--- src/npcs_pkg.sv ---
`timescale 1ns / 1ps
// Shared types, widths and codes for the nearest palette colour search block.
package npcs_pkg;

    localparam int PALETTE_ENTRIES_DEF = 256;
    localparam int COLOR_W             = 8;
    localparam int IDX_W               = 8;
    localparam int ENTRY_W             = 3 * COLOR_W;
    localparam int SQ_W                = 2 * COLOR_W;
    localparam int DIST_W              = 18;
    localparam int DIST_MAX            = 195075;

    localparam logic REQ_WRITE = 1'b0;
    localparam logic REQ_QUERY = 1'b1;

    typedef enum logic [1:0] {
        ST_IDLE,
        ST_SWEEP,
        ST_DRAIN
    } t_state;

    // Marks one palette read travelling towards the distance unit.
    typedef struct packed {
        logic             vld;
        logic             last;
        logic [IDX_W-1:0] idx;
    } t_tag;

    function automatic logic [COLOR_W-1:0] abs_diff(
        input logic [COLOR_W-1:0] a,
        input logic [COLOR_W-1:0] b
    );
        logic [COLOR_W-1:0] d;
        d = (a >= b) ? (a - b) : (b - a);
        return d;
    endfunction

endpackage

--- src/npcs_dist_unit.sv ---
`timescale 1ns / 1ps
// Shared distance unit: squares, sums and keeps the running nearest entry.
module npcs_dist_unit (
    input  logic                         i_clk,
    input  logic                         i_rst_n,
    input  logic                         i_query,
    input  logic [npcs_pkg::COLOR_W-1:0] i_red,
    input  logic [npcs_pkg::COLOR_W-1:0] i_green,
    input  logic [npcs_pkg::COLOR_W-1:0] i_blue,
    input  logic [npcs_pkg::ENTRY_W-1:0] i_entry,
    input  npcs_pkg::t_tag               i_tag,
    output logic                         o_fin,
    output logic                         o_valid,
    output logic [npcs_pkg::IDX_W-1:0]   o_nearest_index,
    output logic [npcs_pkg::DIST_W-1:0]  o_nearest_distance
);

    localparam int CW = npcs_pkg::COLOR_W;
    localparam int SW = npcs_pkg::SQ_W;
    localparam int DW = npcs_pkg::DIST_W;

    logic [CW-1:0]  r_qr, r_qg, r_qb;
    logic [CW-1:0]  dr, dg, db;
    logic [SW-1:0]  r_sq_r, r_sq_g, r_sq_b;
    npcs_pkg::t_tag r_s2;
    logic [DW-1:0]  cand_dist;
    logic           better;
    logic [DW-1:0]  r_best_dist, n_best_dist;
    logic [npcs_pkg::IDX_W-1:0] r_best_idx, n_best_idx;
    logic           r_valid;
    logic [npcs_pkg::IDX_W-1:0] r_out_idx;
    logic [DW-1:0]  r_out_dist;

    // Stage one: per-channel squared differences.
    assign dr = npcs_pkg::abs_diff(r_qr, i_entry[3*CW-1:2*CW]);
    assign dg = npcs_pkg::abs_diff(r_qg, i_entry[2*CW-1:CW]);
    assign db = npcs_pkg::abs_diff(r_qb, i_entry[CW-1:0]);

    always_ff @(posedge i_clk) begin
        if (i_query) begin
            r_qr <= i_red;
            r_qg <= i_green;
            r_qb <= i_blue;
        end
        r_sq_r <= SW'(dr) * SW'(dr);
        r_sq_g <= SW'(dg) * SW'(dg);
        r_sq_b <= SW'(db) * SW'(db);
    end

    // Stage two: sum and strict compare, so the lowest index keeps a tie.
    assign cand_dist = DW'(r_sq_r) + DW'(r_sq_g) + DW'(r_sq_b);
    assign better    = r_s2.vld && (cand_dist < r_best_dist);
    assign o_fin     = r_s2.vld && r_s2.last;

    always_comb begin
        n_best_dist = r_best_dist;
        n_best_idx  = r_best_idx;
        if (better) begin
            n_best_dist = cand_dist;
            n_best_idx  = r_s2.idx;
        end
    end

    always_ff @(posedge i_clk) begin
        if (!i_rst_n) begin
            r_s2    <= '0;
            r_valid <= 1'b0;
        end else begin
            r_s2    <= i_tag;
            r_valid <= o_fin;
        end
    end

    always_ff @(posedge i_clk) begin
        if (i_query) begin
            r_best_dist <= '1;
            r_best_idx  <= '0;
        end else begin
            r_best_dist <= n_best_dist;
            r_best_idx  <= n_best_idx;
        end
        if (o_fin) begin
            r_out_idx  <= n_best_idx;
            r_out_dist <= n_best_dist;
        end
    end

    assign o_valid            = r_valid;
    assign o_nearest_index    = r_out_idx;
    assign o_nearest_distance = r_out_dist;

endmodule

--- config.mk ---
export PLATFORM = sky130hd
export DESIGN_NAME = npcs_dist_unit
export DESIGN_NICKNAME = d
export VERILOG_FILES = /design/src/npcs_pkg.sv /design/src/npcs_dist_unit.sv
export SDC_FILE = /design/constraint.sdc
export NUM_CORES = 1
export LEC_CHECK = 0
export BUFFER_PORTS_ARGS = -buffer_cell sky130_fd_sc_hd__buf_2
export CORE_UTILIZATION = 50
export DETAILED_ROUTE_END_ITERATION = 16
export GPL_TIMING_DRIVEN = 1
export HOLD_SLACK_MARGIN = 0.06
export PLACE_DENSITY = 0.68
export RECOVER_POWER = 25
export SETUP_SLACK_MARGIN = 0.05
export SYNTH_ARGS = -nofsm -noshare
export SYNTH_HDL_FRONTEND = slang
export SYNTH_SLANG_ARGS = --single-unit
--- constraint.sdc ---
create_clock -name i_clk -period 20.1 [get_ports i_clk]
set_input_delay 2.01 -clock i_clk [delete_from_list [all_inputs] [get_ports i_clk]]
set_output_delay 2.01 -clock i_clk [all_outputs]
set_load 0.03 [all_outputs]
* After elaboration in Yosys (flattened, before gate mapping)
Cells that the tools add are included.
Storage, ports and cells: register bits 135, bits of input ports 61, output and inout bits 28, word-level logic and storage cells 36
Operators by class: add/subtract/negate cells 8, $mul 3, magnitude comparators 4, muxes and demuxes 5, reduce and logical (&&, ||, !) cells 2
Operators with widths (count):
- $mul A8 B8 Y16 | 3
- $sub A8 B8 Y8 | 6
- $mux W8 | 4
- $ge A8 B8 Y1 | 3
- $add A17 B16 Y18 | 1
- $lt A18 B18 Y1 | 1
- $mux W18 | 1
- $add A16 B16 Y17 | 1
- $logic_and A1 B1 Y1 | 2

* Logic depth before layout (Yosys ltp)
Gate-level depths: netlist of run 1.
depth after elaboration 5, gate-level depth with buffers 27, mapped depth without buffers 27

* Worst setup path before layout of run 1
OpenSTA, ideal clock, no wires.
kind in2reg, start point input port i_entry[3] (netlist bit), end point register r_sq_b[12], library setup time 0.134 ns, data arrival time 7.646 ns, required time 19.966 ns, path slack 12.320 ns, stages on the path 23, path through inv_1 > ha_1 > buf_2 > a21oi_1 > a31oi_1 > a211oi_4 > mux2i_1 > xor2_2 > or2_1 > inv_1 > fa_1 > fa_1 > inv_1 > fa_1 > fa_1 > inv_1 > ha_1 > inv_1 > nor2_1 > o31a_1 > o22ai_1 > and4b_1 > or4b_1
Between the ends: longest elaborated chain between the ends 3, elaborated cells between the ends (all ways) 5, classes of those cells add/sub: 2; mul: 1; order compare: 1; mux: 1
Ends and longest elaborated chain:
- start, declared | line npcs_dist_unit.sv:10 | input logic [npcs_pkg::ENTRY_W-1:0] i_entry,
- $sub A8 B8 Y8 or $ge A8 B8 Y1 (tied branches) | line npcs_pkg.sv:34 | d = (a >= b) ? (a - b) : (b - a);
- $mux W8 * | line npcs_pkg.sv:34
- $mul A8 B8 Y16 * | line npcs_dist_unit.sv:47 | r_sq_b <= SW'(db) * SW'(db);
- end signal, assigned | line npcs_dist_unit.sv:47
- end, declared | line npcs_dist_unit.sv:24 | logic [SW-1:0] r_sq_r, r_sq_g, r_sq_b;
Every way passes the cells marked *; elsewhere a longest branch is shown, timed or not. A chain may end at the register's enable or synchronous reset.

* Worst setup path after layout of run 1
start point input port i_entry[8] (netlist bit), end point register r_sq_g[12]
Between the ends: longest elaborated chain between the ends 3, elaborated cells between the ends (all ways) 5, classes of those cells add/sub: 2; mul: 1; order compare: 1; mux: 1
Ends and longest elaborated chain:
- $sub A8 B8 Y8 or $ge A8 B8 Y1 (tied branches) | line npcs_pkg.sv:34
- $mux W8 * | line npcs_pkg.sv:34
- $mul A8 B8 Y16 * | line npcs_dist_unit.sv:46 | r_sq_g <= SW'(dg) * SW'(dg);
- end signal, assigned | line npcs_dist_unit.sv:46
- end, declared | line npcs_dist_unit.sv:24
Marks and branches as above.

==> results of run 1 <==
[per-layer routing]
layer | vias to the layer above | wire (um)
li1 | 4331 | -
met1 | 4074 | 10700
met2 | 163 | 11000
met3 | 22 | 773
met4 | 0 | 357
met5 | - | 0
[final cells by class]
| cell class | count | area [sq um] |
|---|---|---|
| clock buffers | 19 | 454 |
| clock inverters | 13 | 134 |
| well taps | 319 | 399 |
| inverters | 220 | 826 |
| flip-flops and latches | 132 | 3140 |
| multi-input cells | 874 | 8050 |
| fillers | 2113 | 10200 |
| repair buffers | 92 | 465 |
[flip-flops by register name (all words and copies together), names as in the netlist]
register            cells
r_s2                   10
r_best_dist            18
o_nearest_distance     18
r_qr                    8
r_sq_b                 15
r_sq_r                 15
r_sq_g                 15
r_best_idx              8
o_nearest_index         8
r_qg                    8
o_valid                 1
r_qb                    8
[layout by cell type, fill, tap and decap left out, drive strengths merged, types with 17 or more instances in the layout]
cell / count
a21o: 34
a21oi: 64
and2: 17
buf: 90
clkbuf: 21
dfxtp: 82
edfxtp: 50
fa: 97
ha: 166
inv: 230
mux2: 24
mux2i: 19
nand2: 35
nor2: 109
o21ai: 32
or2: 34
xnor2: 45
xor2: 26
[kinds of logic (layout without fill, tap and decap cells)]
kind of cell / after synthesis / after routing / synth area share
AO/OA/AOI/OAI: 212 / 212 / 0.117
buffers and inverters: 247 / 344 / 0.0789
multiplexers: 43 / 43 / 0.0382
XOR/XNOR: 71 / 71 / 0.0598
other: 2 / 3 / 0.000618
adder cells (fa/ha/maj): 263 / 263 / 0.331
flip-flops: 132 / 132 / 0.259
AND/OR/NAND/NOR: 282 / 282 / 0.116
[path summary, 6_finish.rpt]
check / endpoint / start / cells after the start / slack (ns)
max: r_sq_g[12]$_DFF_P_ / i_entry[8] / 23 / 11.97
min: o_valid$_SDFF_PN0_ / r_s2[8]$_SDFF_PN0_ / 1 / 0.49
max reg2reg: r_sq_g[12]$_DFF_P_ / r_qg[0]$_DFFE_PP_ / 23 / 13.16
min reg2reg: o_valid$_SDFF_PN0_ / r_s2[8]$_SDFF_PN0_ / 1 / 0.49
[stage by stage]
step,hold slack (ns),area (sq um),std cells
2_1_floorplan,0.452,12200,1253
3_3_place_gp,0.464,12900,1637
3_5_place_dp,0.478,12900,1637
4_1_cts,0.494,13500,1669
5_1_grt,0.498,13500,1669
6_report,0.490,13500,1669
[worst max-delay path, delay by kind of cell]
family / cells / cell delay (ns)
adders and majority gates: 7 / 2.99
AOI/OAI and AO/OA: 6 / 1.32
and+or+nand+nor: 4 / 1.07
muxes: 1 / 0.73
buffers and inverters: 5 / 0.34
==> flow_metrics.py, run 1 <==
metrics = {
    "status": {
        "status": "completed",
    },
    "detailed_routing": {
        "drt-total-wl_um": 22800,
        "first_pass_iters": 5,
        "avgRoutedWirePerCell_um": 13.7,
        "drt_iter0_drc": 413,
        "drc": 0,
        "ant_nets": 0,
        "vias_per_cell": 5.15,
        "vias": 8590,
    },
    "global_routing": {
        "grt_pass1_vias": 8738,
        "use_met1": 0.255,
        "grt_pass1_wl_um": 39500,
        "grt.overflow.total": 0,
        "gr-usage-met2": 0.341,
        "grtUsageTotal": 0.200,
        "antenna_found_initial": 0,
        "grt.busiest_layer": "met2",
        "use_met3": 0.0315,
        "grt_start_max_net_pins": 51,
    },
    "logic_synthesis": {
        "synth_cell_types": 70,
        "synth.largest_area_cell": "ha_1",
        "yosysSeqAreaShare": 0.259,
        "yosys_register_bits": 132,
        "synth_top_cells_by_area": "ha_1 17%, fa_1 16%, dfxtp_1 14%",
        "avgSynthCellArea_sq_um": 9.70,
        "yosys_warnings": 0,
        "async_flop_share": 0,
        "synth_edf_count": 50,
        "synth_top_area_share": 0.171,
        "syn_area_sq_um": 12100,
        "synth_common_cells": "218 x inv_1, 166 x ha_1, 105 x nor2_1",
        "synth_ff_type": "dfxtp_1",
        "yosysMostFrequentCell": "inv_1",
        "synthCells": 1252,
    },
    "setup_path": {
        "slowest_stage": "mux2i_1",
        "path_cells": "buf_2, ha_1, inv_1, fa_1, a21o_1, a21oi_1, a31o_2, nand2_1, mux2i_1, nor2_1, fa_1, fa_1, inv_1, fa_1, fa_1, inv_1, ha_1, inv_1, nor2_1, o31a_1, o22ai_1, or4b_2, o211ai_1",
        "crit_top_cell": "fa_1",
        "path_class": "in2reg",
        "crit_fanout": 11,
        "max_stage_delay_ns": 0.73,
        "cp-end-kind": "flip-flop",
        "start_kind": "primary input",
        "crit_required_ns": 20.44,
        "arrival_ns": 8.46,
    },
    "sta": {
        "setup_violations": 0,
        "setup_slack_ns": 11.97,
        "fin_crit_sh": 0.404,
        "final-hold-violation-count": 0,
        "slew_viol_final": 0,
        "worst_pin_slew_ns": 1.30,
        "rsz0062_at_grt": "no",
        "finalSetupTns_ns": 0,
        "relSlewSlack": 0.130,
        "min_period_ns": 8.13,
        "max_freq_mhz": 123,
        "skew_ns": 0.0265,
    },
    "cells_and_area": {
        "drive_gt1_frac": 0.147,
        "num_antenna_cells": 0,
        "layout.nets": 1661,
        "area_growth_pct": 10.9,
        "fin_util": 0.569,
    },
    "floorplan": {
        "die-area_sq_um": 24900,
        "initial_utilization": 0.513,
        "core_area_sq_um": 23700,
        "io_pins": 89,
        "fp.dieW_um": 158,
        "die_h_um": 158,
        "num_rows": 56,
    },
    "clocking": {
        "clock-root-buffer": "clkbuf_16",
        "cts_tree": "yes",
        "cts_buffers": 17,
        "cts_num_sinks": 132,
        "clk_latency_ns": 0.44,
        "post_cts_buffers": 0,
        "cts.clk_slew.worst_paths_ns": 0.06,
        "cts_hold_buf": 0,
        "ctsResizeCount": 0,
        "htree_levels": 4,
        "clockBufferDepth": 2,
    },
    "placed_design": {
        "port_buffers": 88,
        "hpwl_um": 18100,
        "place.gp.congestion": 0.869,
        "place_ws_ns": 11.62,
    },
    "hold_path": {
        "hp-class": "reg2reg",
    },
    "flow_run": {
        "maxCapViolCount": 0,
    },
}
Power of run 1 is left out: the tool's default activity adds up to more than one toggle a clock period on the data nets, which glitch-free logic cannot reach.
==> run 2: changes to the inputs <==
==> constraint.sdc (replaced) <==
create_clock -name i_clk -period 8.2 [get_ports i_clk]
set_input_delay 0.82 -clock i_clk [delete_from_list [all_inputs] [get_ports i_clk]]
set_output_delay 0.82 -clock i_clk [all_outputs]
set_load 0.03 [all_outputs]
==> run 2 against run 1 <==
Clock skew decreased by 0.014 ns. Via count increased by 0.65%. Core utilization increased by 0.12 points. Critical endpoint unchanged.
==> flow_metrics.py, run 2 (synthesis results as in run 1) <==
metrics = {
    "cells_and_area": {
        "layout.nets": 1662,
        "drive_gt1_frac": 0.149,
        "layout_common_cells": "218 x inv_1, 166 x ha_1, 105 x nor2_1, 97 x fa_1, 87 x buf_2",
        "regArea_sq_um": 3140,
        "n_fill_cell": 2138,
        "final_common_cell": "inv_1",
        "area_growth_pct": 11.1,
        "multiInputGateArea_sq_um": 8050,
        "num_antenna_cells": 0,
    },
    "sta": {
        "final-hold-violation-count": 0,
        "relSlewSlack": 0.137,
        "worst_pin_slew_ns": 1.30,
        "rsz0062_at_grt": "no",
        "max_freq_mhz": 144,
        "skew_ns": 0.0130,
        "slew_viol_final": 0,
        "setup_violations": 0,
        "finalSetupTns_ns": 0,
        "holdWs_ns": 0.492,
        "min_period_ns": 6.95,
        "fin_crit_sh": 0.848,
    },
    "detailed_routing": {
        "drc": 0,
        "drt_iter0_drc": 441,
        "first_pass_iters": 4,
        "vias": 8646,
        "drt-met1-wl_um": 10800,
        "wl_met2_um": 11200,
        "vias_per_cell": 5.18,
        "ant_nets": 0,
        "avgRoutedWirePerCell_um": 13.8,
        "routed.top_layer": "met4",
        "drt-total-wl_um": 23000,
        "met3_wirelength_um": 734,
    },
    "global_routing": {
        "antenna_found_initial": 0,
        "grt.overflow.total": 0,
        "grt_pass1_wl_um": 39200,
        "grt_pass1_vias": 8524,
        "grt_start_max_net_pins": 51,
        "grtUsageTotal": 0.199,
    },
    "clocking": {
        "cts_num_sinks": 132,
        "clk_latency_ns": 0.43,
        "clock-root-buffer": "clkbuf_16",
        "htree_levels": 4,
        "post_cts_buffers": 0,
        "cts.clk_slew.worst_paths_ns": 0.06,
        "cts_tree": "yes",
        "ctsResizeCount": 0,
        "cts_hold_buf": 0,
        "cts_buffers": 17,
        "clockBufferDepth": 2,
    },
    "flow_run": {
        "maxCapViolCount": 0,
    },
    "setup_path": {
        "arrival_ns": 7.30,
        "crit_fanout": 11,
        "path_cells": "buf_2, ha_1, inv_1, fa_1, a21o_1, a21oi_1, a31o_2, nand2_1, o211ai_1, inv_1, nand3_1, fa_1, inv_1, fa_1, fa_1, inv_1, fa_1, inv_1, ha_1, or2_2, o22ai_1, or4b_2, o211ai_1",
        "max_stage_delay_ns": 0.73,
        "r2r_slack_ns": 1.25,
        "cp-end-kind": "flip-flop",
        "slowest_stage": "o211ai_1",
        "start_kind": "primary input",
        "crit_required_ns": 8.54,
        "path_class": "in2reg",
    },
    "status": {
        "status": "completed",
    },
    "floorplan": {
        "die_h_um": 158,
        "initial_utilization": 0.513,
        "core_area_sq_um": 23700,
        "fp.dieW_um": 158,
        "num_rows": 56,
        "io_pins": 89,
        "die-area_sq_um": 24900,
    },
    "placed_design": {
        "port_buffers": 88,
        "place.gp.congestion": 0.866,
        "hpwl_um": 18400,
    },
    "hold_path": {
        "hp-class": "reg2reg",
    },
}
[run 2: cell type report]
type                    instances  area share
well taps                     319      0.0296
flip-flops and latches        132       0.233
clock inverters                15      0.0135
multi-input cells             874       0.596
inverters                     220      0.0612
clock buffers                  17      0.0315
repair buffers                 93      0.0350
[run 2: metrics by stage]
| stage | cell area, sq um | std cells | util | setup slack [ns] |
|---|---|---|---|---|
| after floorplan | 12200 | 1253 | - | 1.61 |
| after global placement | 12900 | 1638 | 0.545 | 1.08 |
| after detailed placement | 12900 | 1638 | 0.545 | 0.882 |
| after CTS | 13500 | 1670 | 0.570 | 1.28 |
| after global routing | 13500 | 1670 | 0.570 | 0.749 |
| final | 13500 | 1670 | 0.570 | 1.25 |
[run 2: worst max-delay path, delay by kind of cell]
| kind | cells | cell delay (ns) |
|---|---|---|
| adder cells (fa/ha/maj) | 7 | 2.72 |
| AO/OA/AOI/OAI | 6 | 1.92 |
| AND/OR/NAND/NOR | 4 | 1.26 |
| buffers and inverters | 6 | 0.54 |
[run 2: worst paths after layout]
check,from,endpoint,depth (start not counted)
setup / recovery,i_entry[8],r_sq_g[12]$_DFF_P_,23
setup reg to reg,r_qg[0]$_DFFE_PP_,r_sq_g[12]$_DFF_P_,23
hold / removal,r_s2[8]$_SDFF_PN0_,o_valid$_SDFF_PN0_,1
hold reg to reg,r_s2[8]$_SDFF_PN0_,o_valid$_SDFF_PN0_,1
[run 2: per-layer routing]
| metal | global-route usage | vias up |
|---|---|---|
| li1 | - | 4342 |
| met1 | 0.257 | 4132 |
| met2 | 0.345 | 153 |
| met3 | 0.0315 | 19 |
| met4 | 0.0536 | 0 |
| met5 | 0 | - |
Power of run 2 is left out for the same reason.
==> run 3: changes to the inputs <==
--- a/config.mk
+++ b/config.mk
@@ -5,12 +5,13 @@
 export SDC_FILE = /design/constraint.sdc
 export NUM_CORES = 1
 export LEC_CHECK = 0
+export ABC_AREA = 1
 export BUFFER_PORTS_ARGS = -buffer_cell sky130_fd_sc_hd__buf_2
 export CORE_UTILIZATION = 50
 export DETAILED_ROUTE_END_ITERATION = 16
 export GPL_TIMING_DRIVEN = 1
 export HOLD_SLACK_MARGIN = 0.06
-export PLACE_DENSITY = 0.68
+export PLACE_DENSITY = 0.71
 export RECOVER_POWER = 25
 export SETUP_SLACK_MARGIN = 0.05
 export SYNTH_ARGS = -nofsm -noshare
==> constraint.sdc (replaced) <==
create_clock -name i_clk -period 5.9 [get_ports i_clk]
set_input_delay 0.59 -clock i_clk [delete_from_list [all_inputs] [get_ports i_clk]]
set_output_delay 0.59 -clock i_clk [all_outputs]
set_load 0.03 [all_outputs]
==> run 3 against run 2 <==
The flow now finishes with violations (max-capacitance violations, max-slew violations). Final area increased by 7.2%. Area after synthesis increased by 6.8%. Die area increased by 6.7%. Routed wire length increased by 8.8%. Cell count increased by 28%. Register-to-register slack got worse by 0.87 ns. Sequential cell count unchanged. Critical path depth increased by 3. Synthesized cell count increased by 34%. Core utilization increased by 0.13 points. Critical path type is now reg2reg.
==> flow_metrics.py, run 3 <==
metrics = {
    "placed_design": {
        "port_buffers": 88,
        "detailed_place.area_sq_um": 13900,
        "hpwl_um": 20800,
        "place_inst": 2104,
        "place.gp.congestion": 0.901,
    },
    "detailed_routing": {
        "vias": 10300,
        "drt_iter0_drc": 503,
        "ant_nets": 0,
        "avgRoutedWirePerCell_um": 11.7,
        "drt-total-wl_um": 25000,
        "vias_per_cell": 4.82,
        "first_pass_iters": 6,
        "drc": 0,
    },
    "logic_synthesis": {
        "synth.area.mux_share": 0,
        "async_flop_share": 0,
        "synth-xor-area-share": 0.0405,
        "yosysMostFrequentCell": "nand2_1",
        "syn_area_sq_um": 13000,
        "yosys_warnings": 0,
        "synth_adder_area_share": 0.310,
        "synthCells": 1682,
        "synth_common_cells": "425 x nand2_1, 351 x inv_1, 166 x ha_1",
        "synth-simple-area-share": 0.241,
        "synth.largest_area_cell": "ha_1",
        "synth_top_area_share": 0.160,
        "synth-compound-area-share": 0.0522,
        "synth_top_family_by_area": "adder cells",
        "yosysSeqAreaShare": 0.242,
        "synth_ff_type": "dfxtp_1",
        "synth_cell_types": 45,
        "synth_top_cells_by_area": "ha_1 16%, fa_1 15%, dfxtp_1 13%",
        "synth_edf_count": 50,
        "yosys_register_bits": 132,
        "avgSynthCellArea_sq_um": 7.71,
    },
    "hold_path": {
        "hp-class": "in2reg",
        "hold_depth": 3,
    },
    "cells_and_area": {
        "fin_area_sq_um": 14500,
        "layout.nets": 2117,
        "n_fill_cell": 2290,
        "multiInputGateArea_sq_um": 8380,
        "final_common_cell": "nand2_1",
        "final_cells": 2136,
        "layout_common_cells": "424 x nand2_1, 351 x inv_1, 166 x ha_1, 133 x nor2_1, 97 x fa_1",
        "drive_gt1_frac": 0.116,
        "area_growth_pct": 11.5,
        "num_antenna_cells": 0,
        "fin_util": 0.571,
        "regArea_sq_um": 3140,
    },
    "global_routing": {
        "grt.busiest_layer": "met2",
        "grt_pass1_vias": 10100,
        "grt.overflow.total": 0,
        "use_met3": 0.0262,
        "gr-usage-met2": 0.354,
        "grt_pass1_wl_um": 43900,
        "antenna_found_initial": 0,
        "grtUsageTotal": 0.203,
        "use_met1": 0.262,
        "grt_start_max_net_pins": 34,
    },
    "setup_path": {
        "r2r_start": "r_qg[0]$_DFFE_PP_",
        "critPathLaunch": "r_qg[0]$_DFFE_PP_",
        "worstRegToRegCells": 26,
        "crit_cells": 26,
        "max_stage_delay_ns": 0.54,
        "worstReg2RegEnd": "r_sq_g[13]$_DFF_P_",
        "cp-end-kind": "flip-flop",
        "crit_required_ns": 6.21,
        "crit_top_cell": "nand2_1",
        "path_delay_family": "adder cells",
        "slowest_stage": "fa_1",
        "arrival_ns": 5.83,
        "cp.buffers_inverters": 4,
        "start_kind": "flip-flop",
        "r2r_slack_ns": 0.38,
        "endpoint": "r_sq_g[13]$_DFF_P_",
        "crit_fanout": 7,
        "path_class": "reg2reg",
    },
    "status": {
        "status": "complete, but fails checks",
        "violations": "max-capacitance violations, max-slew violations",
    },
    "clocking": {
        "cts_num_sinks": 132,
        "clk_latency_ns": 0.43,
        "htree_levels": 4,
        "ctsResizeCount": 0,
        "cts.clk_slew.worst_paths_ns": 0.08,
        "clock-root-buffer": "clkbuf_16",
        "cts_buffers": 17,
        "cts_tree": "yes",
        "clockBufferDepth": 2,
        "cts_hold_buf": 0,
        "post_cts_buffers": 0,
    },
    "sta": {
        "min_period_ns": 5.52,
        "rsz0062_at_grt": "yes",
        "setup_violations": 0,
        "relSlewSlack": -0.307,
        "final-hold-violation-count": 0,
        "max_freq_mhz": 181,
        "worst_pin_slew_ns": 1.96,
        "skew_ns": 0.0231,
        "slew_viol_final": 34,
        "fin_crit_sh": 0.936,
        "finalSetupTns_ns": 0,
    },
    "flow_run": {
        "maxCapViolCount": 1,
    },
    "floorplan": {
        "io_pins": 89,
        "die-area_sq_um": 26600,
        "fp.dieW_um": 163,
        "num_rows": 58,
        "initial_utilization": 0.512,
        "die_h_um": 163,
        "core_area_sq_um": 25300,
    },
}
[run 3: routing by layer]
layer  part of all wire  up-vias  wire, um
met5                  0        -         0
met4              0.015        0       376
met3              0.026       25       660
met2               0.48      175     12000
met1               0.48     4710     12000
li1                   -     5396         -
[run 3: worst min-delay path by stage]
stage,end,slack (ns),start
after floorplan,o_valid$_SDFF_PN0_,0.42,r_s2[8]$_SDFF_PN0_
after global placement,o_valid$_SDFF_PN0_,0.45,r_s2[8]$_SDFF_PN0_
after detailed placement,o_valid$_SDFF_PN0_,0.45,r_s2[8]$_SDFF_PN0_
after CTS,r_qr[6]$_DFFE_PP_,0.32,i_red[6]
after global routing,r_qr[6]$_DFFE_PP_,0.31,i_red[6]
final,r_s2[6]$_SDFF_PN0_,0.33,i_tag[6]
[run 3: stage by stage]
stage	worst slack (ns)	hold WS (ns)
floorplan	0.383	0.424
global placement	0.193	0.451
detailed placement	0.0558	0.448
CTS	0.248	0.318
global route	0.0198	0.312
finish	0.376	0.334
[run 3: cells by family after synthesis]
kind of cell,Yosys count
AO/OA/AOI/OAI,115
buffers and inverters,380
XOR/XNOR,60
AND/OR/NAND/NOR,730
other,2
adder cells (fa/ha/maj),263
flip-flops,132
[run 3: final cells by class]
type | instances | area share
Multi-Input combinational cell | 1171 | 0.579
Clock buffer | 17 | 0.0294
Tap cell | 330 | 0.0285
Inverter | 365 | 0.0950
Clock inverter | 15 | 0.0112
Sequential cell | 132 | 0.217
Timing Repair Buffer | 106 | 0.0394
[run 3: tightest hold or removal path: cells and delay by family]
kind / cells / cell delay [ns]
simple gates: 1 / 0.04
buf+inv: 2 / 0.11
Power of run 3 is left out for the same reason.
