$ cat config.mk
export PLATFORM = sky130hd
export DESIGN_NAME = npcs_seq
export DESIGN_NICKNAME = d
export VERILOG_FILES = /design/src/npcs_pkg.sv /design/src/npcs_seq.sv
export SDC_FILE = /design/constraint.sdc
export NUM_CORES = 1
export LEC_CHECK = 0
export ABC_AREA = 1
export BUFFER_PORTS_ARGS = -buffer_cell sky130_fd_sc_hd__buf_2
export CAP_MARGIN = 20
export CORE_MARGIN = 4
export CORE_UTILIZATION = 40
export CTS_BUF_LIST = sky130_fd_sc_hd__clkbuf_4
export CTS_CLUSTER_DIAMETER = 150
export DETAILED_ROUTE_END_ITERATION = 8
export SYNTH_ARGS = -nofsm -noshare
export SYNTH_HDL_FRONTEND = slang
export SYNTH_SLANG_ARGS = --single-unit
$ cat constraint.sdc
create_clock -name i_clk -period 3.23 [get_ports i_clk]
set_input_delay 0.323 -clock i_clk [delete_from_list [all_inputs] [get_ports i_clk]]
set_output_delay 0.323 -clock i_clk [all_outputs]
set_load 0.02 [all_outputs]
$ cat src/npcs_pkg.sv
`timescale 1ns / 1ps
// Shared types, widths and codes for the nearest palette colour search block.
package npcs_pkg;

    localparam int PALETTE_ENTRIES_DEF = 256;
    localparam int COLOR_W             = 8;
    localparam int IDX_W               = 8;
    localparam int ENTRY_W             = 3 * COLOR_W;
    localparam int SQ_W                = 2 * COLOR_W;
    localparam int DIST_W              = 18;
    localparam int DIST_MAX            = 195075;

    localparam logic REQ_WRITE = 1'b0;
    localparam logic REQ_QUERY = 1'b1;

    typedef enum logic [1:0] {
        ST_IDLE,
        ST_SWEEP,
        ST_DRAIN
    } t_state;

    // Marks one palette read travelling towards the distance unit.
    typedef struct packed {
        logic             vld;
        logic             last;
        logic [IDX_W-1:0] idx;
    } t_tag;

    function automatic logic [COLOR_W-1:0] abs_diff(
        input logic [COLOR_W-1:0] a,
        input logic [COLOR_W-1:0] b
    );
        logic [COLOR_W-1:0] d;
        d = (a >= b) ? (a - b) : (b - a);
        return d;
    endfunction

endpackage

$ cat src/npcs_seq.sv
`timescale 1ns / 1ps
// Query sequencer: walks the palette addresses and tags each read.
module npcs_seq #(
    parameter int PALETTE_ENTRIES = npcs_pkg::PALETTE_ENTRIES_DEF
) (
    input  logic                                    i_clk,
    input  logic                                    i_rst_n,
    input  logic                                    i_query,
    input  logic                                    i_fin,
    output logic                                    o_busy,
    output logic                                    o_rd_en,
    output logic [$clog2(PALETTE_ENTRIES)-1:0]      o_rd_addr,
    output npcs_pkg::t_tag                          o_tag
);

    localparam int AW = $clog2(PALETTE_ENTRIES);
    localparam int IW = npcs_pkg::IDX_W;

    npcs_pkg::t_state r_state, n_state;
    logic [AW-1:0]    r_addr, n_addr;
    npcs_pkg::t_tag   r_tag, n_tag;
    logic             rd_en;
    logic             last_addr;

    assign last_addr = (r_addr == AW'(PALETTE_ENTRIES - 1));

    always_comb begin
        n_state = r_state;
        n_addr  = r_addr;
        n_tag   = '0;
        rd_en   = 1'b0;
        case (r_state)
            npcs_pkg::ST_IDLE: begin
                if (i_query) begin
                    n_state = npcs_pkg::ST_SWEEP;
                    n_addr  = '0;
                end
            end
            npcs_pkg::ST_SWEEP: begin
                rd_en     = 1'b1;
                n_tag.vld = 1'b1;
                n_tag.idx = IW'(r_addr);
                n_tag.last = last_addr;
                if (last_addr) begin
                    n_state = npcs_pkg::ST_DRAIN;
                end else begin
                    n_addr = r_addr + 1'b1;
                end
            end
            npcs_pkg::ST_DRAIN: begin
                if (i_fin) begin
                    n_state = npcs_pkg::ST_IDLE;
                end
            end
            default: begin
                n_state = npcs_pkg::ST_IDLE;
            end
        endcase
    end

    always_ff @(posedge i_clk) begin
        if (!i_rst_n) begin
            r_state <= npcs_pkg::ST_IDLE;
            r_tag   <= '0;
        end else begin
            r_state <= n_state;
            r_tag   <= n_tag;
        end
    end

    always_ff @(posedge i_clk) begin
        r_addr <= n_addr;
    end

    assign o_busy    = (r_state != npcs_pkg::ST_IDLE);
    assign o_rd_en   = rd_en;
    assign o_rd_addr = r_addr;
    assign o_tag     = r_tag;

endmodule

After elaboration in Yosys (flattened, before gate mapping). Cells that the tools add are included.

Add/subtract/negate cells: 1. Eq/ne operators: 7. Muxes and demuxes: 9. Reduce and logical (&&, ||, !) cells: 6.

Operators with widths (number): two-way mux 8 bit (2); one-hot mux 8 bit (2 select lines) (1); two-way mux 10 bit (1); adder 8 x 1 -> 8 bit, second input constant (1); equality test 8 bit, second input constant (1); != test 2 bit, second input constant (4); two-way mux 2 bit (3); one-hot mux 2 bit (3 select lines) (1); AND reduction 3 bit (2); nonzero test 2 bit (2); equality test 2 x 1 -> 1 bit, second input constant (1); equality test 2 bit, second input constant (1); logical NOT 2 bit (1); AND reduction 2 bit (1); two-way mux 1 bit (1).

Register bits: 20. Bits of input ports: 4. Output and inout bits: 20.

Longest topological paths before layout. Gate-level depths: netlist of the first run.

Word-level depth: 3. Depth in mapped cells: 6.

Worst setup path before layout of the first run. Ideal clock, no wire load.

Path kind: reg2reg. From: reg r_addr[0], in the netlist o_rd_addr[0]. To: reg r_addr[0], in the netlist o_rd_addr[0], enable pin. Setup time: 329 ps. Arrival time: 1377 ps. Setup slack: 1524 ps. Cell stages (with the launch flop): 7. Buffers on the path: 0. Clock period less this slack: 1706 ps. Cells stage by stage: edfxtp_1 > ha_1 > nand2_1 > nor2_1 > nand2_1 > nand2_1 > nand2_1.

Word-level cells in the longest chain between the ends: 3.

RTL lines: start, declared (line npcs_seq.sv:20) `logic [AW-1:0] r_addr, n_addr;`; start signal, assigned (line npcs_seq.sv:72) `r_addr <= n_addr;`; equality test 8 bit (line npcs_seq.sv:25) `assign last_addr = (r_addr == AW'(PALETTE_ENTRIES - 1));`; != test 2 bit (no line); AND reduction 3 bit (no line).

Every way passes these cells. A chain may end at the register's enable or synchronous reset.

Final worst setup path of the first run.
From: reg r_addr[0], in the netlist o_rd_addr[0]. To: reg r_addr[2], in the netlist o_rd_addr[2], enable pin.

Same word-level chain as after synthesis.

==> results of run 1 <==
[worst min-delay path: cells and delay by family]
kind / cells / cell delay (ps)
buffers and inverters: 2 / 190
AOI/OAI and AO/OA: 1 / 40
[stage by stage]
step / std cells / hold slack (ps) / area (µm²) / utilization [%] / total power, mW
6_report: 141 / 292.9 / 965.9 / 53.06 / 0.4983
5_1_grt: 141 / 286.0 / 965.9 / 53.06 / 0.5264
4_1_cts: 141 / 285.5 / 965.9 / 53.06 / 0.5034
3_5_place_dp: 137 / 539.8 / 939.7 / 51.62 / 0.3875
3_3_place_gp: 137 / 545.4 / 939.7 / 51.62 / 0.3878
2_1_floorplan: 90 / 454.2 / 804.5 / - / 0.3601
[metal layers]
metal  up-vias  global-route usage, %
li1        331                      -
met1       267                  14.96
met2        18                  16.12
met3         2                  2.564
met4         0                  6.383
met5         -                      0
[logic make-up (layout without fill, tap and decap cells)]
logic type | after synthesis | after routing | synth area share (%)
compound gates | 9 | 9 | 5.755
fa+ha+maj | 1 | 1 | 1.555
flops | 20 | 20 | 59.72
simple gates | 45 | 45 | 25.04
buf+inv | 15 | 41 | 7.931
[synthesized netlist by cell type, drive strengths merged]
| cell type | instances |
|---|---|
| inv | 14 |
| nor2 | 24 |
| nand3b | 1 |
| a21oi | 6 |
| o21ai | 2 |
| ha | 1 |
| edfxtp | 8 |
| o22ai | 1 |
| nand2 | 17 |
| dfxtp | 12 |
| buf | 1 |
| nand3 | 3 |
[cell type report]
| class | instances | area, µm² | area share [%] |
|---|---|---|---|
| clock buffers | 3 | 22.52 | 2.332 |
| clock inverters | 1 | 3.754 | 0.3886 |
| inverters | 14 | 52.55 | 5.440 |
| multi-input cells | 55 | 260.3 | 26.94 |
| flip-flops and latches | 20 | 480.5 | 49.74 |
| well taps | 25 | 31.28 | 3.238 |
| repair buffers | 23 | 115.1 | 11.92 |
[flip-flops by register name (all words and copies together), names as in the netlist]
register / count
r_state: 2
o_tag: 10
o_rd_addr: 8
[power by group through the flow]
stage / logic, mW / clock network [mW] / registers [mW]
after global routing: 0.0923 / 0.132 / 0.302
after detailed placement: 0.0828 / 0 / 0.305
after floorplan: 0.0391 / 0 / 0.321
after global placement: 0.0839 / 0 / 0.304
after CTS: 0.0837 / 0.121 / 0.299
final: 0.0824 / 0.117 / 0.299
[layout by cell type, fill, tap and decap left out, types with 2 or more instances in the layout]
cell	count
sky130_fd_sc_hd__nor2_1	21
sky130_fd_sc_hd__nand3_1	3
sky130_fd_sc_hd__nor2_4	2
sky130_fd_sc_hd__inv_1	14
sky130_fd_sc_hd__clkbuf_4	3
sky130_fd_sc_hd__edfxtp_1	8
sky130_fd_sc_hd__dfxtp_1	12
sky130_fd_sc_hd__a21oi_1	6
sky130_fd_sc_hd__o21ai_0	2
sky130_fd_sc_hd__nand2_1	16
sky130_fd_sc_hd__buf_2	23
[how the worst min path moves through the flow]
stage | end | depth (start not counted) | slack, ps
floorplan | r_state[0]$_SDFFE_PN0P_ | 2 | 450
global placement | o_tag[1]$_SDFF_PN0_ | 2 | 550
detailed placement | r_state[1]$_SDFFE_PN0P_ | 2 | 540
CTS | r_state[0]$_SDFFE_PN0P_ | 3 | 290
global route | r_state[0]$_SDFFE_PN0P_ | 3 | 290
finish | r_state[0]$_SDFFE_PN0P_ | 3 | 290
==> results.md, run 1 <==
- The floorplan step set the die width to 52.85 µm.
- The routed length on met2 is 594 µm.
- In this run, post-CTS hold repair placed 0 buffers.
- After clock tree synthesis, the clock-pin slew on the worst setup and hold paths is between 100 and 150 ps.
- The final setup skew is 7.365 ps.
- The violation count after the first detailed-route iteration is 15.
- The CTS tree is yes.
- The launch point of the worst path is o_rd_addr[0]$_SDFFCE_PP0P_.
- The total overflow left after global routing is 0.
- In this design, the largest share of critical-path delay is due to simple AND/OR/NAND/NOR gates.
- The cell row count is 15.
- The switching power is ~0.15 mW.
- The endpoint identified for the worst register-to-register timing path is o_rd_addr[2]$_SDFFCE_PP0P_.
- After routing, the total negative slack on setup checks comes to 0 ps.
- Net switching is 29.26% of the power.
- After synthesis the cells add up to 804.5 µm².
- The number of max-cap violations is 0.
- The maximum fanout along the worst path is 8.
- Global routing consumed, over all layers together, 11.13% of the routing resources.
- The transition time of the tightest slew-check pin is 334.5 ps.
- The capturing element type of the critical path is a flop.
- The number of hold-slack violations in the final timing report is 0.
- The type of the tightest min-delay check is in2reg.
- For this run, the number of Yosys warnings is 0.
- 24 I/O pins were placed.
- The final RePlAce weighted congestion is 0.7570.
- The post-synthesis sequential area ratio is 59.72%.
- The mean instance size in the synthesized netlist is 8.939 µm².
- The final layout net count is 122.
- The filler cell count is 188.
- Together, buffers and inverters on the worst path number 0.
- The worst endpoint required time is about 3200 ps.
- The post-CTS setup-driven buffer insertion count is 0.
- The run finished with clean final reports.
- The final max-slew violation count came to 0.
- IR analysis of the VDD net gives a maximum drop of around 0.26 mV.
- Once the floorplan was initialized, standard cells occupied between 40% and 50% of the core.
- The critical path crosses 6 cells after its start point.
- The count of inserted antenna diode cells is 0.
- The clock network is responsible for 23.5% of the overall power.
- The via count of the first global-routing pass is 532.
- The final layout contains routed wiring with a total length of 1443 µm.
- The placement-stage worst setup slack is about 1500 ps.
- The number of antenna violations at the first check in global routing is 0.
- The net count after synthesis is 95.
- The routed via count divided by cell count is 4.383.
- The largest net degree at the start of global routing is 12.
- The leakage power figure is approximately 0.47 nW.
- For this run, design rule violations remaining after detail routing come to 0.
- The met1 wire length is 711 µm.
- For this block, the via count after detailed routing is 618.
- The count of antenna-violating nets left after detailed routing is 0.
- In this run the tool buffered the top-level ports with 23 buffer cells.
- Synthesis produced 90 cells.
- The most frequent cell on the critical path is sky130_fd_sc_hd__nand2_1.
- The maximum operating frequency is 0.5750 GHz.
- Data on the critical path arrives at its endpoint at 1710 ps.
- Combinational logic is responsible for ~17% of the overall power.
- The endpoint of the most critical setup path is o_rd_addr[2]$_SDFFCE_PP0P_.
- After layout, the worst path uses 53.84% of the clock period.
- The worst register-to-register path begins at o_rd_addr[0]$_SDFFCE_PP0P_.
- The area share of the largest cell type after synthesis is around 30%.
- STA classifies the critical path startpoint as a flop.
- Setup repair after global routing left no endpoint under its margin.
- The number of endpoints failing setup at the final stage is 0.
- The worst pin sits at a relative slew slack of between 70 and 80%.
- The clock passes through at most 2 buffers.
- The post-synthesis register bit count is 20.
- The first global-routing pass estimated 2270 µm of wire.
- The worst setup path is of the reg2reg kind.
- In this run the number of H-tree levels came out at 1.
- After detailed routing, the average wire length per cell comes to 10.23 µm.
- For this design, the slowest cell found on the critical path is sky130_fd_sc_hd__edfxtp_1.
- The detailed-placement wirelength estimate is approximately 1100 µm.
- The minimum setup slack in the final design is 1491 ps.
- The vertical die dimension is 52.85 µm.
- The largest stage delay on the critical path is 470 ps.
- From synthesis to final layout, the design area changed by 20.06%.
- Per report_power, the sequential group accounts for 59.9% of the total.
- Walking the worst path, the cells encountered are ha_1, nand2_1, nor2_1, nand2_1, nand2_1, nand2_1.
- The ratio of cells with drive above 1 in the final layout is 25.86%.
- The met3 wire length is 122 µm.
- The total area inside the core boundary comes to roughly 0.0018 mm².
- The later pin in the worst-skew pair is clocked with a latency of 300 ps.
- The highest layer touched by signal routing is met4.
- The number of clock sinks is 20.
- In the post-synthesis netlist, the biggest area contributors are sky130_fd_sc_hd__dfxtp_1, sky130_fd_sc_hd__edfxtp_1, sky130_fd_sc_hd__nor2_1.
- The worst register-to-register path has a depth of 6.
- Internal power comes to 0.3525 mW.
- The startpoint of the lowest-slack hold path is i_rst_n.
- The leading area contributor after synthesis is sky130_fd_sc_hd__dfxtp_1.
- After synthesis, the netlist uses 15 different library cells.
- The reg-to-reg setup timing slack is 1490 ps.
- The tree is rooted in a sky130_fd_sc_hd__clkbuf_4.
- The power density over the cells is 515.9 mW/mm².
- The routed design could run at a clock period as short as around 1700 ps.
- The die outline area is 0.002793 mm².
- The number of buffers added by the clock tree synthesis step is 3.
- Once the clock tree was built, the resizer swapped 0 gates to a different size.
- For this run, the detailed router's first-pass iteration total came to 4.
No activity file was read; power rests on OpenSTA's default activity.
==> inputs of run 2 (changes only) <==
Clock period 3.23 ns to 1.6 ns, I/O delays scaled along.
==> run 2 against run 1 <==
  * Setup slack worse by 1400 ps
  * Highest routed layer unchanged
  * Total power is 100% higher
  * Die area stayed put
  * Clock skew is 2.6 ps lower
==> results.md, run 2 (synthesized netlist as in run 1, its figures left out) <==
- The final layout net count is roughly 130.
- The tree built by TritonCTS fans out to 20 sinks.
- The via count of the first global-routing pass was 563.
- The arrival time reported for the critical path endpoint is 1470 ps.
- The count of antenna-violating nets left after detailed routing is 0.
- The routed via count divided by cell count is between 4 and 5.
- The number of search-and-repair iterations in the first detailed-routing pass is 4.
- The H-tree depth is 1.
- In this run, CTS created clock tree buffers numbering 3.
- In this run, placement finished with an instance count of 140.
- In this run the cell area measured after placement is 967.2 µm².
- The number of hold-slack violations in the final timing report came to 0.
- The number of top-level pins is 24.
- The critical path in this run is classified as reg2reg.
- Traced cell by cell, the critical path runs through ha_2, nand2_1, nor2_1, nand2_1, nand2_1, nand2_2.
- The final-layout setup total negative slack is 0 ps.
- The cell at the root of the clock tree is sky130_fd_sc_hd__clkbuf_4.
- The vertical die dimension is 52.85 µm.
- The count of buffers added on input and output ports is 23.
- The transition time of the tightest slew-check pin is 201.1 ps.
- The most frequent cell on the critical path is sky130_fd_sc_hd__nand2_1.
- OpenSTA, run right after detailed placement, puts the worst setup slack at 134.6 ps.
- The number of antenna violations at the first check in global routing is 0.
- The library cells used most frequently in the layout, excluding fill and tap cells, are sky130_fd_sc_hd__buf_2, sky130_fd_sc_hd__nor2_1, sky130_fd_sc_hd__nand2_1.
- The cell row count is 15.
- The cell depth of the worst min-delay path is 3.
- The run finished with clean final reports.
- The commonest non-fill, non-tap cell in the layout is sky130_fd_sc_hd__buf_2.
- The capturing element type of the critical path is a flop.
- The total congestion overflow is 0.
- The cell with the biggest individual delay on the critical path is sky130_fd_sc_hd__edfxtp_1.
- The ratio of cells with drive above 1 in the final layout is 29.41%.
- Across all layers, the routed design uses around 650 vias.
- The final routed DRC violation total is 0.
- The post-CTS resize count is 0.
- Setup repair after global routing left no endpoint under its margin.
- In this run the deepest clock path goes through 2 buffers.
- The count of cells along the worst register-to-register path is 6.
- Routability-driven placement finished with a final weighted congestion of 0.7460.
- The number of flip-flops under the largest register name is 10.
- The nature of the critical path startpoint is a flop.
- On the worst path, the slowest cell contributes a delay of 450 ps.
- The quantity of hold-fixing buffers added after cts is 0.
- Hold is met by between 100 and 150 ps.
- The number of setup buffers added after CTS is 0.
- The power density over the cells is 1016 mW/mm².
- The chip width is between 50 and 60 µm.
- The HPWL after detailed placement is 1174 µm.
- After the first detailed-routing iteration, the DRC count stood at 19.
- The standard cell core area is 0.001821 mm².
- The maximum fanout along the worst path is 8.
- The type of the tightest min-delay check is in2reg.
- The detailed-route wire length per cell is approximately 10 µm.
- In this run the static leakage power is 0.4775 nW.
- The final period demand of the worst path is 1477 ps.
- IR analysis of the VDD net gives a maximum drop of 0.4887 mV.
- For this block, the routed nets add up to 1494 µm of wire.
- The largest net degree at the start of global routing is 12.
- Once layout is done, the placed cells without fillers occupy 993.5 µm².
- Static timing analysis puts the maximum clock frequency at 0.6773 GHz.
- The number of max-cap violations is 0.
- The global-route wire length before repair is 2477 µm.
- The die outline area is 0.002793 mm².
- Clock latency on the worst-skew pair, taken at its later pin, is 290 ps.
- Once layout is complete, the cells apart from fillers number 144.
- The count of inserted antenna diode cells is 0.
- The minimum setup slack in the final design is 123.4 ps.
- After layout, the worst path uses 92.28% of the clock period.
- Clock-pin slew was measured on the worst setup and hold paths at 110 ps.
- The CTS tree is yes.
- The final setup skew is between 4 and 5 ps.
- Global routing used 12.04% of the available tracks.
- The worst endpoint required time is about 1600 ps.
- The final max-slew violation count is 0.
- The initial standard-cell utilization of the core is 44.19%.
- The area growth from synthesis to layout is 23.48%.
- Setup violations remaining at the end of the flow were counted as 0.
- The worst slew slack as a fraction of its limit is 86.54%.
run 2: cell types whose count changed in the layout (fill, tap and decap cells not counted):
cell	change
sky130_fd_sc_hd__nand2_1	-1
sky130_fd_sc_hd__ha_2	+1
sky130_fd_sc_hd__ha_1	-1
sky130_fd_sc_hd__nand2_2	+1
sky130_fd_sc_hd__buf_4	+3
run 2: worst max-delay path, delay by kind of cell (launching register included):
kind          cells  cell delay, ps
simple gates      5             510
flops             1             450
fa+ha+maj         1             220
run 2: where the power goes:
| part | internal [mW] | switching [mW] |
|---|---|---|
| clock network | 0.0905 | 0.139 |
| logic | 0.0588 | 0.121 |
| registers | 0.570 | 0.0310 |
run 2: layout make-up:
class / instances / area, µm²
Fill cell: 185 / 827.0
Tap cell: 25 / 31.28
Timing Repair Buffer: 26 / 137.6
Sequential cell: 20 / 480.5
Clock buffer: 3 / 22.52
Inverter: 14 / 52.55
Clock inverter: 1 / 3.754
Multi-Input combinational cell: 55 / 265.3
run 2: final timing paths:
path / start / endpoint / slack, ps
hold reg to reg: r_state[1]$_SDFFE_PN0P_ / r_state[1]$_SDFFE_PN0P_ / 570
setup / recovery: o_rd_addr[1]$_SDFFCE_PP0P_ / o_rd_addr[5]$_SDFFCE_PP0P_ / 120
setup reg to reg: o_rd_addr[1]$_SDFFCE_PP0P_ / o_rd_addr[5]$_SDFFCE_PP0P_ / 120
hold / removal: i_rst_n / r_state[0]$_SDFFE_PN0P_ / 140
run 2: metrics by stage:
stage / util [%] / total power, mW
finish: 54.57 / 1.010
global route: 54.57 / 1.065
CTS: 54.57 / 1.023
detailed placement: 53.13 / 0.7953
global placement: 53.13 / 0.7912
floorplan: - / 0.7290
run 2: routing by layer:
layer | global-route usage, % | vias to the layer above | wire (µm)
li1 | - | 338 | -
met1 | 15.51 | 292 | 683
met2 | 19.63 | 17 | 702
met3 | 2.849 | 2 | 95
met4 | 3.830 | 0 | 12
met5 | 0 | - | 0
==> inputs of run 3 (changes only) <==
Settings changed: CORE_MARGIN 4 to 5.
==> run 3 against run 2 <==
  * Critical path depth unchanged
  * Global-route usage is 0.24 points lower
  * Via count is 3.7% lower
  * Fmax about the same
  * Setup slack lost 0.76 ps
  * Combinational power about the same
  * Utilization is 3.5 points lower
  * Register-to-register slack about the same
  * Worst hold slack better by 4.7 ps
  * Sequential share of layout area is 0.061 points higher
  * Count of clock-buffer cells in the layout is the same
  * Total power down 0.78%
  * Critical endpoint unchanged
==> results.md, run 3 (synthesized netlist as in run 1, its figures left out) <==
- The run finished with clean final reports.
- The worst endpoint required time is 1590 ps.
- Summed over all failing endpoints, the final setup total negative slack is 0 ps.
- The count of port buffers added during placement is 23.
- Entering global routing, the biggest net connects 12 pins.
- The number of antenna violations at the first check in global routing is 0.
- The maximum vdd drop is 0.5872 mV.
- The vertical die dimension is 54.85 µm.
- The number of max-cap violations is 0.
- The quantity of hold-fixing buffers added after cts is 0.
- Along the worst hold path, the cell count comes to 3.
- The launch point of the worst path is o_rd_addr[1]$_SDFFCE_PP0P_.
- The global-route wire length before repair is between 2000 and 2500 µm.
- Dividing total power by cell area gives a power density of 1010 mW/mm².
- Buffers inserted during clock tree synthesis total 3.
- The filler cell count is 197.
- The final RePlAce weighted congestion is 0.7433.
- The analysis attributes to cell leakage a power of 0.4760 nW.
- Summed over all nets, the switching power comes to 0.2863 mW.
- The worst path uses between 90 and 100% of the clock period.
- In this run the core area contains 16 standard-cell rows.
- The worst setup path is launched from a flop.
- The number of search-and-repair iterations in the first detailed-routing pass is 5.
- In the global route stage, met3 resource usage came out at 3.270%.
- The ratio of cells with drive above 1 in the final layout is 29.66%.
- Global routing consumed, on the met2 layer, approximately a fifth of the routing resources.
- 0 antenna diodes ended up in the layout.
- The switching share of power is 28.58%.
- The capturing element type of the critical path is a flop.
- The library cells used most frequently in the layout, excluding fill and tap cells, are sky130_fd_sc_hd__buf_2, sky130_fd_sc_hd__nor2_1, sky130_fd_sc_hd__nand2_1.
- The layer flagged by global routing as most heavily used is met2.
- In the final layout, flip-flops and latches occupy 480.5 µm².
- The number of top-level pins is 24.
- The maximum root-to-sink buffer count is 2.
- The kind of critical path is reg2reg.
- Of the total power, registers draw 59.9%.
- The number of vias after detailed routing is 625.
- The final period demand of the worst path is roughly 1500 ps.
- The initial standard-cell utilization of the core is 41.43%.
- The path class of the tightest hold or removal check is in2reg.
- The final layout net count is 125.
- The violation count after the first detailed-route iteration is 13.
- TritonCTS built the clock tree.
- For this block, the routed nets add up to around 1500 µm of wire.
- The wire-length estimate of the detail-placed layout is 1144 µm.
- The die covers 0.003008 mm².
- In the global route stage, overall resource usage came out at 11.80%.
- The worst hold margin is about 140 ps.
- Global routing finished with a remaining overflow of 0.
- Post-CTS timing repair inserted 0 buffers for setup.
- CTS built an H-tree with a depth of 1.
- The number of clock sinks is 20.
- After detailed routing, the number of vias per cell comes to 4.310.
- The clock transition time at the flip-flop clock pins of the worst setup and hold paths is 100 ps.
- Combinational cells account for 18.0% of the total power.
- The post-CTS resize count is 0.
- The overall power after layout is between 1 and 1.5 mW.
- Setup slack on the worst reg-to-reg path comes out at approximately 120 ps.
- The maximum fanout along the worst path is 8.
- The final routed DRC violation total is 0.
- The fraction of power consumed by the clock network is 22.2%.
- The region available for standard cell placement spans 0.001942 mm².
- Setup repair after global routing left no endpoint under its margin.
- The final setup skew is 1.081 ps.
- The final max-slew violation count is 0.
- The cell-internal power is 0.7155 mW.
- The arrival time reported for the critical path endpoint is between 1000 and 1500 ps.
- For hold timing, the worst endpoint is r_state[0]$_SDFFE_PN0P_.
- After detailed routing, the average wire length per cell comes to 10.33 µm.
- The tree is rooted in a sky130_fd_sc_hd__clkbuf_4.
- The transition time of the tightest slew-check pin is 206.2 ps.
- Global routing used between 10% and 20% of the available met1 tracks.
- The area growth from synthesis to layout is 23.33%.
- In this run the critical register-to-register path is captured at o_rd_addr[5]$_SDFFCE_PP0P_.
- In the final layout, the multi-input gates occupy 265.3 µm².
- Headroom to the max-slew limit came out at 86.26%.
- The number of endpoints failing setup at the final stage is 0.
- The worst register-to-register path begins at o_rd_addr[1]$_SDFFCE_PP0P_.
- The clock latency on the worst-skew pair is around 290 ps.
- At the end of the flow the core is filled with cells to 51.10%.
- The count of antenna-violating nets left after detailed routing is 0.
- The maximum operating frequency is 0.6769 GHz.
- Leaving out fill and tap cells, the most frequent cell in the layout is sky130_fd_sc_hd__buf_2.
- The number of hold-slack violations in the final timing report is 0.
- The via count of the first global-routing pass is 573.
- The startpoint identified for the worst hold timing path is i_rst_n.
- The number of flip-flops under the largest register name is 10.
- The count of cells along the worst register-to-register path is 6.
- In this run the horizontal extent of the chip is about 55 µm.
## run 3: cell type report
cell class | count | share of cell area, %
multi-input combinational | 55 | 26.73
sequential | 20 | 48.42
tap | 27 | 3.405
timing repair buffer | 26 | 13.87
inverter | 14 | 5.296
clock buffer | 3 | 2.270
## run 3: worst max path at each step
stage                                       to  slack (ps)  cells after the start
floorplan           o_rd_addr[0]$_SDFFCE_PP0P_           3                      6
global placement    o_rd_addr[1]$_SDFFCE_PP0P_         190                      6
detailed placement  o_rd_addr[1]$_SDFFCE_PP0P_         120                      6
CTS                 o_rd_addr[1]$_SDFFCE_PP0P_         110                      6
global route        o_rd_addr[4]$_SDFFCE_PP0P_          20                      6
finish              o_rd_addr[5]$_SDFFCE_PP0P_         120                      6
## run 3: through the flow
stage | cells | instance area [µm²] | setup slack (ps)
6_report | 145 | 992.2 | 122.7
5_1_grt | 145 | 992.2 | 20.34
4_1_cts | 145 | 992.2 | 111.7
3_5_place_dp | 142 | 969.7 | 121.2
3_3_place_gp | 142 | 969.7 | 186.7
2_1_floorplan | 90 | 809.5 | 3.059
## run 3: power groups by stage
stage | registers [mW] | clock network [mW] | logic, mW
after CTS | 0.601 | 0.231 | 0.182
after detailed placement | 0.613 | 0 | 0.181
after global placement | 0.611 | 0 | 0.181
after floorplan | 0.648 | 0 | 0.0808
final | 0.600 | 0.222 | 0.180
after global routing | 0.607 | 0.248 | 0.201
## run 3: worst max-delay path, stage by stage (launching register included)
cell,delay [ps]
sky130_fd_sc_hd__edfxtp_1,440
sky130_fd_sc_hd__ha_2,220
sky130_fd_sc_hd__nand2_1,110
sky130_fd_sc_hd__nor2_1,60
sky130_fd_sc_hd__nand2_1,80
sky130_fd_sc_hd__nand2_1,90
sky130_fd_sc_hd__nand2_2,180
## run 3: per-layer routing
metal / vias up / part of all wire (%) / routed length (µm)
met5: - / 0 / 0
met4: 0 / 2.3 / 35
met3: 5 / 7.1 / 106
met2: 23 / 46 / 693
met1: 261 / 44 / 662
li1: 336 / - / -
